$ cat src/sv/start_byte_length_field_deframer_defines.svh
// assertion macros for the start byte length field deframer
`ifndef START_BYTE_LENGTH_FIELD_DEFRAMER_DEFINES_SVH
`define START_BYTE_LENGTH_FIELD_DEFRAMER_DEFINES_SVH

// same-cycle implication, disabled during reset
`define SBLDF_ASSERT_NOW(label, clk, rst, ante, cons, msg) \
   label: assert property (@(posedge clk) disable iff (rst) (ante) |-> (cons)) else $error(msg);

// next-cycle implication, disabled during reset
`define SBLDF_ASSERT_NEXT(label, clk, rst, ante, cons, msg) \
   label: assert property (@(posedge clk) disable iff (rst) (ante) |=> (cons)) else $error(msg);

`endif

$ cat src/sv/sbldf_pkg.sv
// types, codes and frame constants shared by the deframer modules
package sbldf_pkg;

   // frame geometry
   localparam int unsigned HEADER_BYTES = 8;
   localparam int unsigned MAX_PAYLOAD  = 32;
   localparam int unsigned CRC_BYTES    = 2;

   // field widths
   localparam int unsigned POS_W  = 6;
   localparam int unsigned SUM_W  = 10;
   localparam int unsigned TIME_W = 16;

   // header byte that carries the payload length
   localparam logic [POS_W-1:0] LEN_POS = POS_W'(6);

   // start marker after reset
   localparam logic [7:0] START_MARKER_RESET = 8'd170;

   // request action codes
   localparam logic [1:0] ACT_ARM  = 2'd0;
   localparam logic [1:0] ACT_BYTE = 2'd1;
   localparam logic [1:0] ACT_TICK = 2'd2;

   // response status codes
   localparam logic [1:0] ST_STORED   = 2'd0;
   localparam logic [1:0] ST_COMPLETE = 2'd1;
   localparam logic [1:0] ST_TIMEOUT  = 2'd2;
   localparam logic [1:0] ST_OVERFLOW = 2'd3;

   typedef enum logic [1:0] {
      PH_IDLE   = 2'd0,
      PH_HUNT   = 2'd1,
      PH_HEADER = 2'd2,
      PH_BODY   = 2'd3
   } phase_type;

   typedef struct packed {
      logic [1:0]        action;
      logic [7:0]        byte_value;
      logic [TIME_W-1:0] timeout_ms;
   } req_type;

   typedef struct packed {
      logic [1:0]       status;
      logic [7:0]       data_byte;
      logic [POS_W-1:0] byte_index;
      logic [POS_W-1:0] frame_size;
      logic             last;
   } rsp_type;

   // result of one word from the core
   typedef struct packed {
      logic    valid;
      rsp_type item;
   } core_out_type;

endpackage

$ cat src/sv/sbldf_core.sv
// frame read state machine: hunt, header, body and millisecond timeout
`include "start_byte_length_field_deframer_defines.svh"

module sbldf_core (
   input  logic                   clock,
   input  logic                   reset,
   input  logic                   item_accept,
   input  sbldf_pkg::req_type     item,
   input  logic [7:0]             start_marker,
   output sbldf_pkg::core_out_type result
);

   sbldf_pkg::phase_type                 phase_ff, phase_in;
   logic [sbldf_pkg::POS_W-1:0]          position_ff, position_in;
   logic [sbldf_pkg::POS_W-1:0]          expected_ff, expected_in;
   logic [sbldf_pkg::TIME_W-1:0]         elapsed_ff, elapsed_in;
   logic [sbldf_pkg::TIME_W-1:0]         deadline_ff, deadline_in;
   logic [7:0]                           length_ff, length_in;

   logic [sbldf_pkg::POS_W-1:0]          pos_inc;
   logic [sbldf_pkg::TIME_W-1:0]         elapsed_inc;
   logic [7:0]                           len_cur;
   logic [sbldf_pkg::SUM_W-1:0]          size_sum;
   logic [sbldf_pkg::POS_W-1:0]          size_cur;

   // state registers
   always_ff @(posedge clock) begin
      if (reset) begin
         phase_ff    <= sbldf_pkg::PH_IDLE;
         position_ff <= '0;
         expected_ff <= '0;
         elapsed_ff  <= '0;
         deadline_ff <= '0;
         length_ff   <= '0;
      end else if (item_accept) begin
         phase_ff    <= phase_in;
         position_ff <= position_in;
         expected_ff <= expected_in;
         elapsed_ff  <= elapsed_in;
         deadline_ff <= deadline_in;
         length_ff   <= length_in;
      end
   end

   // shared arithmetic
   assign pos_inc     = position_ff + sbldf_pkg::POS_W'(1);
   assign elapsed_inc = (elapsed_ff != {sbldf_pkg::TIME_W{1'b1}}) ?
                        elapsed_ff + sbldf_pkg::TIME_W'(1) : elapsed_ff;
   assign len_cur     = (position_ff == sbldf_pkg::LEN_POS) ? item.byte_value : length_ff;
   assign size_sum    = sbldf_pkg::SUM_W'(sbldf_pkg::HEADER_BYTES)
                      + sbldf_pkg::SUM_W'(len_cur)
                      + sbldf_pkg::SUM_W'(sbldf_pkg::CRC_BYTES);
   assign size_cur    = size_sum[sbldf_pkg::POS_W-1:0];

   // next state and result for the current word
   always_comb begin
      phase_in     = phase_ff;
      position_in  = position_ff;
      expected_in  = expected_ff;
      elapsed_in   = elapsed_ff;
      deadline_in  = deadline_ff;
      length_in    = length_ff;
      result       = '0;

      if (item.action == sbldf_pkg::ACT_ARM) begin
         // restart the read
         phase_in    = sbldf_pkg::PH_HUNT;
         position_in = '0;
         expected_in = '0;
         elapsed_in  = '0;
         deadline_in = item.timeout_ms;
         length_in   = '0;
      end else if (phase_ff != sbldf_pkg::PH_IDLE) begin
         case (item.action)
            sbldf_pkg::ACT_TICK: begin
               elapsed_in = elapsed_inc;
               if (elapsed_inc >= deadline_ff) begin
                  phase_in         = sbldf_pkg::PH_IDLE;
                  result.valid     = 1'b1;
                  result.item.status = sbldf_pkg::ST_TIMEOUT;
                  result.item.last = 1'b1;
               end
            end
            sbldf_pkg::ACT_BYTE: begin
               case (phase_ff)
                  sbldf_pkg::PH_HUNT: begin
                     // wait for the start marker
                     if (item.byte_value == start_marker) begin
                        phase_in              = sbldf_pkg::PH_HEADER;
                        position_in           = sbldf_pkg::POS_W'(1);
                        result.valid          = 1'b1;
                        result.item.status    = sbldf_pkg::ST_STORED;
                        result.item.data_byte = item.byte_value;
                     end
                  end
                  sbldf_pkg::PH_HEADER: begin
                     position_in            = pos_inc;
                     length_in              = len_cur;
                     result.valid           = 1'b1;
                     result.item.status     = sbldf_pkg::ST_STORED;
                     result.item.data_byte  = item.byte_value;
                     result.item.byte_index = position_ff;
                     if (pos_inc >= sbldf_pkg::POS_W'(sbldf_pkg::HEADER_BYTES)) begin
                        // header done: check the length field
                        if (len_cur > 8'(sbldf_pkg::MAX_PAYLOAD)) begin
                           phase_in               = sbldf_pkg::PH_IDLE;
                           result.item.status     = sbldf_pkg::ST_OVERFLOW;
                           result.item.data_byte  = len_cur;
                           result.item.byte_index = sbldf_pkg::LEN_POS;
                           result.item.last       = 1'b1;
                        end else begin
                           expected_in = size_cur;
                           phase_in    = sbldf_pkg::PH_BODY;
                           if (pos_inc >= size_cur) begin
                              phase_in               = sbldf_pkg::PH_IDLE;
                              result.item.status     = sbldf_pkg::ST_COMPLETE;
                              result.item.frame_size = size_cur;
                              result.item.last       = 1'b1;
                           end
                        end
                     end
                  end
                  sbldf_pkg::PH_BODY: begin
                     position_in            = pos_inc;
                     result.valid           = 1'b1;
                     result.item.status     = sbldf_pkg::ST_STORED;
                     result.item.data_byte  = item.byte_value;
                     result.item.byte_index = position_ff;
                     if (pos_inc >= expected_ff) begin
                        phase_in               = sbldf_pkg::PH_IDLE;
                        result.item.status     = sbldf_pkg::ST_COMPLETE;
                        result.item.frame_size = expected_ff;
                        result.item.last       = 1'b1;
                     end
                  end
                  default: begin
                     phase_in = phase_ff;
                  end
               endcase
            end
            default: begin
               phase_in = phase_ff;
            end
         endcase
      end
   end

   // checks on the read sequencing
   `SBLDF_ASSERT_NEXT(a_last_ends_read, clock, reset,
      item_accept && result.valid && result.item.last,
      phase_ff == sbldf_pkg::PH_IDLE, "read still active after a last word")
   `SBLDF_ASSERT_NEXT(a_arm_restarts, clock, reset,
      item_accept && item.action == sbldf_pkg::ACT_ARM,
      phase_ff == sbldf_pkg::PH_HUNT && position_ff == '0, "arm did not restart the read")
   `SBLDF_ASSERT_NOW(a_body_bounds, clock, reset,
      phase_ff == sbldf_pkg::PH_BODY,
      position_ff < expected_ff, "body position beyond frame size")
   `SBLDF_ASSERT_NOW(a_header_bounds, clock, reset,
      phase_ff == sbldf_pkg::PH_HEADER,
      position_ff != '0 && position_ff < sbldf_pkg::POS_W'(sbldf_pkg::HEADER_BYTES),
      "header position out of range")
   `SBLDF_ASSERT_NOW(a_complete_size, clock, reset,
      result.valid && result.item.status == sbldf_pkg::ST_COMPLETE,
      result.item.frame_size == result.item.byte_index + sbldf_pkg::POS_W'(1),
      "frame size does not follow the final byte index")

endmodule

$ cat src/sv/start_byte_length_field_deframer.sv
// top level of the start byte length field deframer
// Receive deframer for frames opened by a start marker byte and sized by
// header byte 6. Request words (req_valid/req_stall/req_data) carry an arm
// with a timeout in ms, a received byte, or a one millisecond tick. Response
// words (rsp_valid/rsp_stall/rsp_data) report each kept byte with its index,
// frame completion with the frame size, a timeout or a length overflow; the
// word that ends a read has last set. Arms and dropped bytes or ticks give no
// response word. The start marker is written through csr_valid/csr_ready/
// csr_data, always ready; the user must write it only while no read is in
// progress, unenforced by the block. Throughput is one request word per cycle
// unless stalled; the response is computed with the state update and
// registered, so it appears in the cycle after its request is taken. req_stall
// rises only while the response register holds a word the receiver is
// stalling; a stalled word holds steady. Synchronous reset returns the block
// to idle, clears the response register and sets the start marker back to 170.
module start_byte_length_field_deframer (
   input  logic                clock,
   input  logic                reset,
   input  logic                req_valid,
   output logic                req_stall,
   input  sbldf_pkg::req_type  req_data,
   output logic                rsp_valid,
   input  logic                rsp_stall,
   output sbldf_pkg::rsp_type  rsp_data,
   input  logic                csr_valid,
   output logic                csr_ready,
   input  logic [7:0]          csr_data
);

   logic                    req_accept;
   logic [7:0]              marker_ff;
   logic                    rsp_valid_ff, rsp_valid_in;
   sbldf_pkg::rsp_type      rsp_ff, rsp_in;
   sbldf_pkg::core_out_type core_out;

   // handshake
   assign req_stall  = rsp_valid_ff && rsp_stall;
   assign req_accept = req_valid && !req_stall;
   assign csr_ready  = 1'b1;

   // start marker register
   always_ff @(posedge clock) begin
      if (reset) begin
         marker_ff <= sbldf_pkg::START_MARKER_RESET;
      end else if (csr_valid && csr_ready) begin
         marker_ff <= csr_data;
      end
   end

   sbldf_core u_core (
      .clock        (clock),
      .reset        (reset),
      .item_accept  (req_accept),
      .item         (req_data),
      .start_marker (marker_ff),
      .result       (core_out)
   );

   // response register next value
   always_comb begin
      rsp_valid_in = rsp_valid_ff;
      rsp_in       = rsp_ff;
      if (req_accept && core_out.valid) begin
         rsp_valid_in = 1'b1;
         rsp_in       = core_out.item;
      end else if (!rsp_stall) begin
         rsp_valid_in = 1'b0;
      end
   end

   // response register
   always_ff @(posedge clock) begin
      if (reset) begin
         rsp_valid_ff <= 1'b0;
      end else begin
         rsp_valid_ff <= rsp_valid_in;
      end
   end

   always_ff @(posedge clock) begin
      rsp_ff <= rsp_in;
   end

   assign rsp_valid = rsp_valid_ff;
   assign rsp_data  = rsp_ff;

endmodule

$ cat config.mk
export PLATFORM = sky130hd
export DESIGN_NAME = start_byte_length_field_deframer
export DESIGN_NICKNAME = d
export VERILOG_FILES = /design/src/sv/sbldf_pkg.sv /design/src/sv/sbldf_core.sv /design/src/sv/start_byte_length_field_deframer.sv
export VERILOG_INCLUDE_DIRS = /design/src /design/src/sv
export SDC_FILE = /design/constraint.sdc
export NUM_CORES = 1
export LEC_CHECK = 0
export BUFFER_PORTS_ARGS = -buffer_cell sky130_fd_sc_hd__clkbuf_2
export CAP_MARGIN = 20
export CORE_UTILIZATION = 40
export CTS_CLUSTER_SIZE = 28
export DETAILED_ROUTE_END_ITERATION = 6
export HOLD_SLACK_MARGIN = 0.03
export SYNTH_ARGS = -nofsm -noshare
export SYNTH_HDL_FRONTEND = slang
export SYNTH_SLANG_ARGS = --single-unit
$ cat constraint.sdc
create_clock -name clock -period 3.99 [get_ports clock]
set_input_delay 0.798 -clock clock [delete_from_list [all_inputs] [get_ports clock]]
set_output_delay 0.798 -clock clock [all_outputs]
set_load 0.03 [all_outputs]
==> results of run 1 <==
[stage by stage]
step | power, mW | utilization [%] | instance area (um2)
finish | 1.95 | 48.2 | 6100
CTS | 1.97 | 47.9 | 6070
global placement | 1.09 | 45.4 | 5750
detailed placement | 1.09 | 45.4 | 5750
floorplan | 1.03 | - | 5220
global route | 2.03 | 48.2 | 6100
[flip-flops by register name, indices dropped and copies added (netlist names)]
register	count
u_core.elapsed_ff	16
u_core.length_ff	8
rsp_data	23
u_core.deadline_ff	16
marker_ff	8
u_core.expected_ff	6
u_core.phase_ff	2
rsp_valid	1
u_core.position_ff	6
[power breakdown]
part	leakage, nW	switching, mW	total, mW	internal (mW)
Clock	0.155	0.375	0.882	0.507
Sequential	0.754	0.00890	0.913	0.904
Combinational	1.67	0.0955	0.158	0.0621
[timing repair]
item	4_1_cts	5_1_grt
setup endpoints to repair	0	24
setup buffers	0	1
resized for setup	0	10
[worst paths after layout]
check	to	depth (start not counted)	from
min	u_core.deadline_ff[10]	2	u_core.deadline_ff[10]
min reg2reg	u_core.deadline_ff[10]	2	u_core.deadline_ff[10]
max	rsp_data[10]	13	u_core.elapsed_ff[5]
max reg2reg	rsp_data[10]	13	u_core.elapsed_ff[5]
[worst reg2reg max path: stages (launching register included)]
cell	delay, ns
dfxtp_1	0.39
and4_2	0.28
nand4_1	0.20
buf_4	0.21
nor3_2	0.24
nand3_1	0.19
a31oi_2	0.30
ha_1	0.31
a41o_1	0.19
a21oi_1	0.19
nor2_1	0.07
o41a_1	0.42
o211a_1	0.26
buf_4	0.20
[routing by layer]
metal,up-vias,GRT usage [%]
met2,128,33.3
met1,2138,28.8
li1,2270,-
met4,0,8.55
met3,21,4.36
met5,-,0
[cells in the final DEF (no fill, tap or decap), types with 3 or more instances in the layout]
cell | Yosys | final
buf_4 | 2 | 16
nand2b_1 | 6 | 6
xor2_1 | 6 | 6
a22o_1 | 12 | 12
a22oi_1 | 11 | 11
a41oi_1 | 3 | 3
dfxtp_1 | 63 | 60
nand2_1 | 84 | 84
nor2_1 | 58 | 58
nand4_1 | 8 | 8
nor3_1 | 13 | 13
a21oi_1 | 45 | 44
nand3_1 | 13 | 12
or3_1 | 7 | 7
nor2b_1 | 6 | 6
clkbuf_16 | 0 | 11
xnor2_1 | 18 | 18
o21ai_1 | 6 | 6
o31ai_1 | 3 | 3
mux2i_1 | 16 | 16
edfxtp_1 | 23 | 23
a21o_1 | 9 | 9
dfxtp_2 | 0 | 3
clkbuf_2 | 0 | 63
nand3b_1 | 5 | 5
o21ai_0 | 22 | 22
inv_1 | 42 | 42
ha_1 | 38 | 38
and2_1 | 9 | 9
o21a_1 | 5 | 5
[logic make-up after synthesis]
kind of cell | count (synthesis) | synth area share, %
flops | 86 | 37.4
buf+inv | 66 | 5.22
mux | 20 | 4.26
compound gates | 147 | 19.0
fa+ha+maj | 38 | 9.10
other cells | 1 | 0.0718
xor+xnor | 25 | 4.34
simple gates | 225 | 20.6
[cell usage after synthesis (3+ instances only)]
master,n,area share (%)
inv_1,42,3.0
a21oi_1,45,4.3
ha_1,38,9.1
or3_1,7,0.84
nand4_1,8,0.96
a22oi_1,11,1.6
dfxtp_1,63,24
nor2_1,58,4.2
nand2_1,84,6.0
a41oi_1,3,0.50
xor2_1,6,1.0
edfxtp_1,23,13
clkbuf_1,17,1.2
o21ai_0,22,2.1
a31oi_1,4,0.48
o31ai_1,3,0.43
mux2i_1,16,3.1
a22o_1,12,2.0
nor2b_1,6,0.72
o21a_1,5,0.72
o21ai_1,6,0.58
xnor2_1,18,3.0
nor3_1,13,1.2
nand3b_1,5,0.72
and2_1,9,1.1
a21o_1,9,1.3
nand2b_1,6,0.72
nand3_1,13,1.2
[area by class of cell]
cell class                      instances  area (um2)  area share [%]
Multi-Input combinational cell        456        3020            49.5
Sequential cell                        86        1960            32.0
Timing Repair Buffer                   79         435            7.13
Clock buffer                           11         275            4.51
Tap cell                              172         215            3.53
Inverter                               42         158            2.58
Clock inverter                          5        42.5           0.697
==> qor.csv, run 1 <==
metric,value,unit
clk_latency,0.35,ns
start_kind,flip-flop,
highest_layer,met4,
clkTransAtPathRegs,0.06,ns
critPathSlowestCell,o41a_1,
grt_max_degree,30,
num_antenna_cells,0,
synth.cell_area,5220,um2
maxSlewHeadroom,52.3,%
cp_common_cell,buf_4,
rows,41,
cts_hold_buf,0,
tightest_slew,0.710,ns
ctsHtreeMaxLevel,3,
worstHoldPathType,reg2reg,
avgSynthCellArea,8.59,um2
detailedPlace.worstSlack,0.153,ns
rsz0062_at_grt,false,
worstPathRequired,4.09,ns
vias,4557,
drc,0,
ir_worst_vdd,0.000194,V
antenna_found_initial,0,
gp_congestion,0.898,
ant_nets,0,
cts_buffers,9,
leakage,2.58,nW
clkSinkCount,86,
slowest_delay,0.42,ns
first_pass_iters,5,
area_growth,16.9,%
end_kind,flip-flop,
async_reset_ff_share,0,%
slew_viol_final,0,
place_inst,834,
timing.critical_path.cells,and4_2 -> nand4_1 -> buf_4 -> nor3_2 -> nand3_1 -> a31oi_2 -> ha_1 -> a41o_1 -> a21oi_1 -> nor2_1 -> o41a_1 -> o211a_1 -> buf_4,
wl_met2,6130,um
fin_crit,3.70,ns
cp_num_buf_inv,2,
grt_pass1_wl,21900,um
dieArea,13500,um2
clock_skew,0.00859,ns
die_h,116,um
cp.arrival,3.80,ns
setup_ws,0.285,ns
die_w,116,um
power_density,320,nW/um2
met1_length,6400,um
clockBufferDepth,2,
grt_pass1_vias,4264,
synth_cell_types,72,
hold_violations,0,
crit_family,compound AO/OA/AOI/OAI gates,
maxCapViolCount,0,
fmax,0.270,GHz
cts_tree,built,
wl_met3,617,um
start_util,41.2,%
status,finished clean,
routed_via_density,5.35,
fin_hold_ws,0.456,ns
tns,0,ns
final_nets,751,
synth_edf_count,23,
ios,65,
detail_route.wl_per_cell,15.8,um
core-area,12700,um2
dr.first_iter.drc_count,370,
layout.cells.non_filler,851,
fillers,1225,
syn_inst,608,
syn-num-nets,685,
yosysSeqAreaShare,37.4,%
setup_viol,0,
crit_type,reg2reg,
fin_crit_sh,92.9,%
drive_above_1_share,18.4,%
r2r_slack,0.29,ns
synth-seq-cells,86,
grt_use_total,21.3,%
path_max_fanout,15,
grt-ovfl-total,0,
io_buffers,63,
routed_wl,13400,um
hpwl,10500,um
yosysWarnings,0,
synth_ff_type,dfxtp_1,
root_buffer,clkbuf_16,
Note: power is estimated with default switching activity, not from simulation.
==> run 2, diff against run 1 <==
CTS_CLUSTER_SIZE = 25   (was 28)
clock period = 4.1 ns   (was 3.99 ns; I/O delays follow)
==> run 2 against run 1 <==
Compared with the run above: register-to-register slack worse by 0.02 ns; clock skew fell by 0.0017 ns; first-iteration DRC count fell by 29%; sequential power shrank 2.6%; via count shrank 0.86%; utilization fell by 0.75 points; critical path depth rose by 1; final cell count is 0.47% lower; highest routed layer unchanged; non-clock buffer count fell by 4; total power is 6.6% lower; largest power group unchanged; largest cell class unchanged; fmax shrank 3.4%; die area did not move.
==> qor.csv, run 2 (synthesis results as in run 1) <==
metric,value,unit,change
status,finished clean,,
grt_max_degree,47,,+57%
cts_tree,built,,
vias,4518,,-0.86%
ios,65,,unchanged
cp_common_cell,nor2_1,,
startpoint,u_core.elapsed_ff[3],,
hp-start,u_core.deadline_ff[2],,
grt_pass1_vias,4230,,-0.80%
num_antenna_cells,0,,unchanged
final_nets,747,,-0.53%
grt_pass1_wl,21400,um,-2.1%
dr.first_iter.drc_count,264,,-29%
fin_hold_ws,0.458,ns,+0.00216 ns
fin_crit_sh,93.5,%,+0.68 points
cp.arrival,3.93,ns,+0.13 ns
crit_cells,14,,+1
power_density,303,nW/um2,-5.1%
setup_viol,0,,unchanged
clock_skew,0.00691,ns,-0.00168 ns
placed_area,5730,um2,-0.39%
antenna_found_initial,0,,unchanged
tightest_slew,0.675,ns,-0.0348 ns
cts_buffers,9,,unchanged
ant_nets,0,,unchanged
cts_hold_buf,0,,unchanged
crit_family,simple AND/OR/NAND/NOR gates,,
maxSlewHeadroom,55.0,%,+2.7 points
fillers,1287,,+5.1%
critPathSlowestCell,o41a_1,,
ctsHtreeMaxLevel,3,,unchanged
path_max_fanout,15,,unchanged
leakage,2.54,nW,-1.4%
post_cts_resized,0,,unchanged
endpoint,rsp_data[1],,
rsz0062_at_grt,false,,
fin_crit,3.84,ns,+0.130 ns
routed_wl,13200,um,-1.5%
final_common_cell,nand2_1,,
start_kind,flip-flop,,
area_growth,15.1,%,
r2r_start,u_core.elapsed_ff[3],,
worstHoldPathType,reg2reg,,
rows,41,,unchanged
detail_route.wl_per_cell,15.6,um,-0.99%
tns,0,ns,unchanged
fmax,0.261,GHz,-3.4%
hold_violations,0,,unchanged
end_kind,flip-flop,,
clk_latency,0.36,ns,about the same
cp_num_buf_inv,1,,-1
r2r-end,rsp_data[1],,
drc,0,,unchanged
first_pass_iters,4,,-1
ir_worst_vdd,0.000189,V,-2.5%
maxCapViolCount,0,,unchanged
largest_reg_flops,23,,unchanged
final_area,6010,um2,-1.6%
slew_viol_final,0,,unchanged
root_buffer,clkbuf_16,,
postCtsSetupRepairBufs,0,,unchanged
r2r_slack,0.26,ns,-0.02 ns
clkSinkCount,86,,unchanged
mostFrequentLayoutCells,"84 x nand2_1, 63 x clkbuf_2, 63 x dfxtp_1, 58 x nor2_1, 45 x a21oi_1",,
die_h,116,um,unchanged
crit_type,reg2reg,,
dieArea,13500,um2,unchanged
r2r_cells,14,,+1
clockBufferDepth,2,,unchanged
hpwl,10200,um,-3.0%
routed_via_density,5.33,,-0.39%
io_buffers,63,,unchanged
timing.critical_path.cells,and4_1 -> nand4_1 -> nor4_4 -> nor2_1 -> nand2_1 -> xnor2_1 -> ha_1 -> a21oi_1 -> o21ai_0 -> a41oi_1 -> nor2_1 -> o41a_1 -> o211a_1 -> buf_4,,
slowest_delay,0.47,ns,+0.05 ns
drive_above_1_share,16.6,%,-1.8 points
clkTransAtPathRegs,0.07,ns,about the same
grt_use_total,21.0,%,-0.36 points
gp_congestion,0.896,,-0.27%
die_w,116,um,unchanged
core-area,12700,um2,unchanged
grt-ovfl-total,0,,unchanged
start_util,41.2,%,unchanged
worstPathRequired,4.20,ns,+0.11 ns
-- run 2: changes by cell type in the layout (fill, tap and decap cells not counted), sizes merged --
cell,before,now
inv,46,45
clkinvlp,1,0
clkinv,0,4
buf,16,12
clkbuf,74,72
-- run 2: cell type report --
class                           instances  area [um2]  share of cell area (%)
Multi-Input combinational cell        456        3000                    49.9
Sequential cell                        86        1950                    32.5
Timing Repair Buffer                   75         405                    6.75
Clock buffer                            9         225                    3.75
Tap cell                              172         215                    3.58
Inverter                               42         158                    2.62
Clock inverter                          7        56.3                   0.937
-- run 2: how the worst min path moves through the flow --
stage / to / slack (ns) / cells past startpoint
2_1_floorplan: u_core.deadline_ff[10] / 0.44 / 2
3_3_place_gp: u_core.deadline_ff[5] / 0.45 / 2
3_5_place_dp: u_core.deadline_ff[2] / 0.45 / 2
4_1_cts: u_core.deadline_ff[3] / 0.46 / 2
5_1_grt: u_core.deadline_ff[3] / 0.48 / 2
6_report: u_core.deadline_ff[2] / 0.46 / 2
-- run 2: worst register-to-register path, stage by stage, from the launching register on --
cell and delay [ns]:
dfxtp_1 0.46, and4_1 0.28, nand4_1 0.26, nor4_4 0.33, nor2_1 0.19, nand2_1 0.16
xnor2_1 0.14, ha_1 0.27, a21oi_1 0.14, o21ai_0 0.08, a41oi_1 0.23, nor2_1 0.08
o41a_1 0.47, o211a_1 0.27, buf_4 0.21
-- run 2: metal layers --
metal | share of wire, % | vias up | global-route usage, %
met3 | 4.4 | 31 | 4.72
li1 | - | 2262 | -
met4 | 3.2 | 0 | 11.0
met1 | 47 | 2104 | 26.6
met2 | 46 | 121 | 33.2
met5 | 0 | - | 0
-- run 2: where the power goes --
part / total [mW] / leakage, nW / switching, mW / internal [mW]
Clock: 0.784 / 0.141 / 0.366 / 0.417
Combinational: 0.151 / 1.65 / 0.0917 / 0.0593
Sequential: 0.889 / 0.752 / 0.00924 / 0.879
-- run 2: through the flow --
stage                     utilization [%]  std cells  worst slack, ns  total power, mW
after CTS                            47.4        847            0.229             1.84
after floorplan                         -        608            0.335             1.00
after global placement               45.2        831            0.340             1.06
after global routing                 47.4        847          0.00260             1.89
final                                47.4        847            0.265             1.82
after detailed placement             45.2        831            0.267             1.06
==> run 3, diff against run 2 <==
--- a/config.mk
+++ b/config.mk
@@ -10,4 +10,5 @@
 export CAP_MARGIN = 20
 export CORE_UTILIZATION = 40
+export CTS_CLUSTER_DIAMETER = 100
 export CTS_CLUSTER_SIZE = 25
 export DETAILED_ROUTE_END_ITERATION = 6
==> constraint.sdc (replaced) <==
create_clock -name clock -period 4.1 [get_ports clock]
set_input_delay 0.41 -clock clock [delete_from_list [all_inputs] [get_ports clock]]
set_output_delay 0.41 -clock clock [all_outputs]
set_load 0.03 [all_outputs]
==> run 3 against run 2 <==
Compared with the run above: hold slack got worse by 0.18 ns; via count up 0.58%; routed wire length grew 1.1%; highest routed layer unchanged; clock skew decreased by 0.00086 ns; register-to-register slack worse by 0.05 ns; non-clock buffer count shrank 4; total power increased by 3.8%; flip-flop and latch count is the same; first-iteration DRC count increased by 5.3%; sequential share of layout area hardly changed; clock power up 8.9%; global-route usage up 0.087 points.
==> qor.csv, run 3 (synthesis results as in run 1) <==
metric,value,unit,change
end_kind,flip-flop,,
grt_use_total,21.1,%,+0.087 points
maxCapViolCount,0,,unchanged
final_nets,743,,-0.54%
grt_use_met2,34.3,%,+1.1 points
routed_wl,13400,um,+1.1%
drive_above_1_share,16.1,%,-0.50 points
status,finished clean,,
place_inst,827,,-0.48%
crit_type,reg2reg,,
hold_path_end,u_core.deadline_ff[5],,
grt-ovfl-total,0,,unchanged
slew_viol_final,0,,unchanged
grt_max_degree,48,,+2.1%
tightest_slew,0.892,ns,+0.217 ns
num_antenna_cells,0,,unchanged
die_w,116,um,unchanged
sw_frac_of_total,24.5,%,-1.1 points
leakage,2.54,nW,about the same
power_density,315,nW/um2,+3.7%
ios,65,,unchanged
tns,0,ns,unchanged
clkTransAtPathRegs,0.07,ns,about the same
fmax,0.257,GHz,-1.3%
setup_ws,0.215,ns,-0.0499 ns
rows,41,,unchanged
die_h,116,um,unchanged
placed_area,5700,um2,-0.52%
r2r_slack,0.21,ns,-0.05 ns
path_max_fanout,15,,unchanged
clk_latency,0.35,ns,about the same
mostFrequentLayoutCells,"84 x nand2_1, 63 x clkbuf_2, 63 x dfxtp_1, 58 x nor2_1, 45 x a21oi_1",,
grt_pass1_wl,21700,um,+1.3%
cp.arrival,3.99,ns,+0.06 ns
grt.busiest_layer,met2,,
io_buffers,63,,unchanged
area_growth,15.2,%,
fin_crit_sh,94.8,%,+1.2 points
hp-start,req_data[5],,
post_cts_resized,0,,unchanged
ir_worst_vdd,0.000215,V,+14%
gp_congestion,0.895,,about the same
clock_skew,0.00605,ns,-0.000864 ns
hpwl,10300,um,+1.4%
root_buffer,clkbuf_16,,
drc,0,,unchanged
clkSinkCount,86,,unchanged
utilization,47.5,%,+0.059 points
start_kind,flip-flop,,
pwr-share-seq,47.0,%,-1.7 points
final_area,6020,um2,+0.12%
final_common_cell,nand2_1,,
ctsHtreeMaxLevel,3,,unchanged
vias,4544,,+0.58%
largest_reg_flops,23,,unchanged
detailedPlace.worstSlack,0.275,ns,+0.00774 ns
fin_hold_ws,0.277,ns,-0.180 ns
r2r-end,rsp_data[7],,
routed_via_density,5.39,,+1.1%
ant_nets,0,,unchanged
p_total,1.89,mW,+3.8%
fin_crit,3.89,ns,+0.0499 ns
cts_hold_buf,0,,unchanged
grt_pass1_vias,4255,,+0.59%
switching_power,0.463,mW,-0.81%
dr.first_iter.drc_count,278,,+5.3%
r2r_start,u_core.elapsed_ff[3],,
dieArea,13500,um2,unchanged
antenna_found_initial,0,,unchanged
worstHoldPathType,in2reg,,
cts_buffers,9,,unchanged
combPwrFrac,7.9,%,-0.4 points
grtUsageMet3,4.88,%,+0.16 points
rsz0062_at_grt,false,,
clockBufferDepth,2,,unchanged
maxSlewHeadroom,40.3,%,-15 points
min_delay_path_depth,3,,+1
detail_route.wl_per_cell,15.9,um,+1.6%
setup_viol,0,,unchanged
worstPathRequired,4.20,ns,about the same
first_pass_iters,4,,unchanged
cts_tree,built,,
p_clk_share,45.1,%,+2.1 points
hold_violations,0,,unchanged
intPower,1.43,mW,+5.4%
layout.cells.non_filler,843,,-0.47%
met1_usage,27.3,%,+0.65 points
start_util,41.2,%,unchanged
postCtsSetupRepairBufs,0,,unchanged
r2r_cells,13,,-1
core-area,12700,um2,unchanged
run 3: critical path, stage by stage (launching register included):
cell and delay [ns]:
dfxtp_1 0.45, and4_1 0.28, nand4_1 0.25, nor4_4 0.38, buf_4 0.20, xor2_1 0.27
ha_1 0.29, nor2b_1 0.10, o21ai_0 0.09, a41oi_1 0.29, nor2_1 0.09, o41a_1 0.47
o211a_1 0.26, buf_4 0.20
run 3: cell type report:
cell class	instances	area (um2)
Inverter	42	158
Fill cell	1252	6650
Clock inverter	5	43.8
Timing Repair Buffer	71	375
Tap cell	172	215
Clock buffer	11	275
Sequential cell	86	1950
Multi-Input combinational cell	456	3000
run 3: how the worst max path moves through the flow:
stage / start / end / slack (ns) / depth (start not counted)
after floorplan: u_core.elapsed_ff[3] / rsp_valid / 0.34 / 15
after CTS: u_core.elapsed_ff[3] / rsp_data[12] / 0.23 / 14
after global routing: u_core.elapsed_ff[3] / rsp_data[0] / 0.02 / 14
after global placement: u_core.elapsed_ff[3] / rsp_data[1] / 0.30 / 13
after detailed placement: u_core.elapsed_ff[3] / rsp_data[3] / 0.27 / 14
final: u_core.elapsed_ff[3] / rsp_data[7] / 0.21 / 13
run 3: metal layers:
| layer | vias up | part of all wire [%] |
|---|---|---|
| met5 | - | 0 |
| li1 | 2262 | - |
| met3 | 18 | 4.5 |
| met4 | 0 | 1.9 |
| met2 | 115 | 47 |
| met1 | 2149 | 47 |
run 3: power groups by stage:
stage / clock network [mW] / registers (mW) / logic, mW
3_3_place_gp: 0 / 0.908 / 0.145
6_report: 0.854 / 0.889 / 0.150
4_1_cts: 0.875 / 0.889 / 0.149
3_5_place_dp: 0 / 0.908 / 0.149
2_1_floorplan: 0 / 0.906 / 0.0961
5_1_grt: 0.913 / 0.890 / 0.165
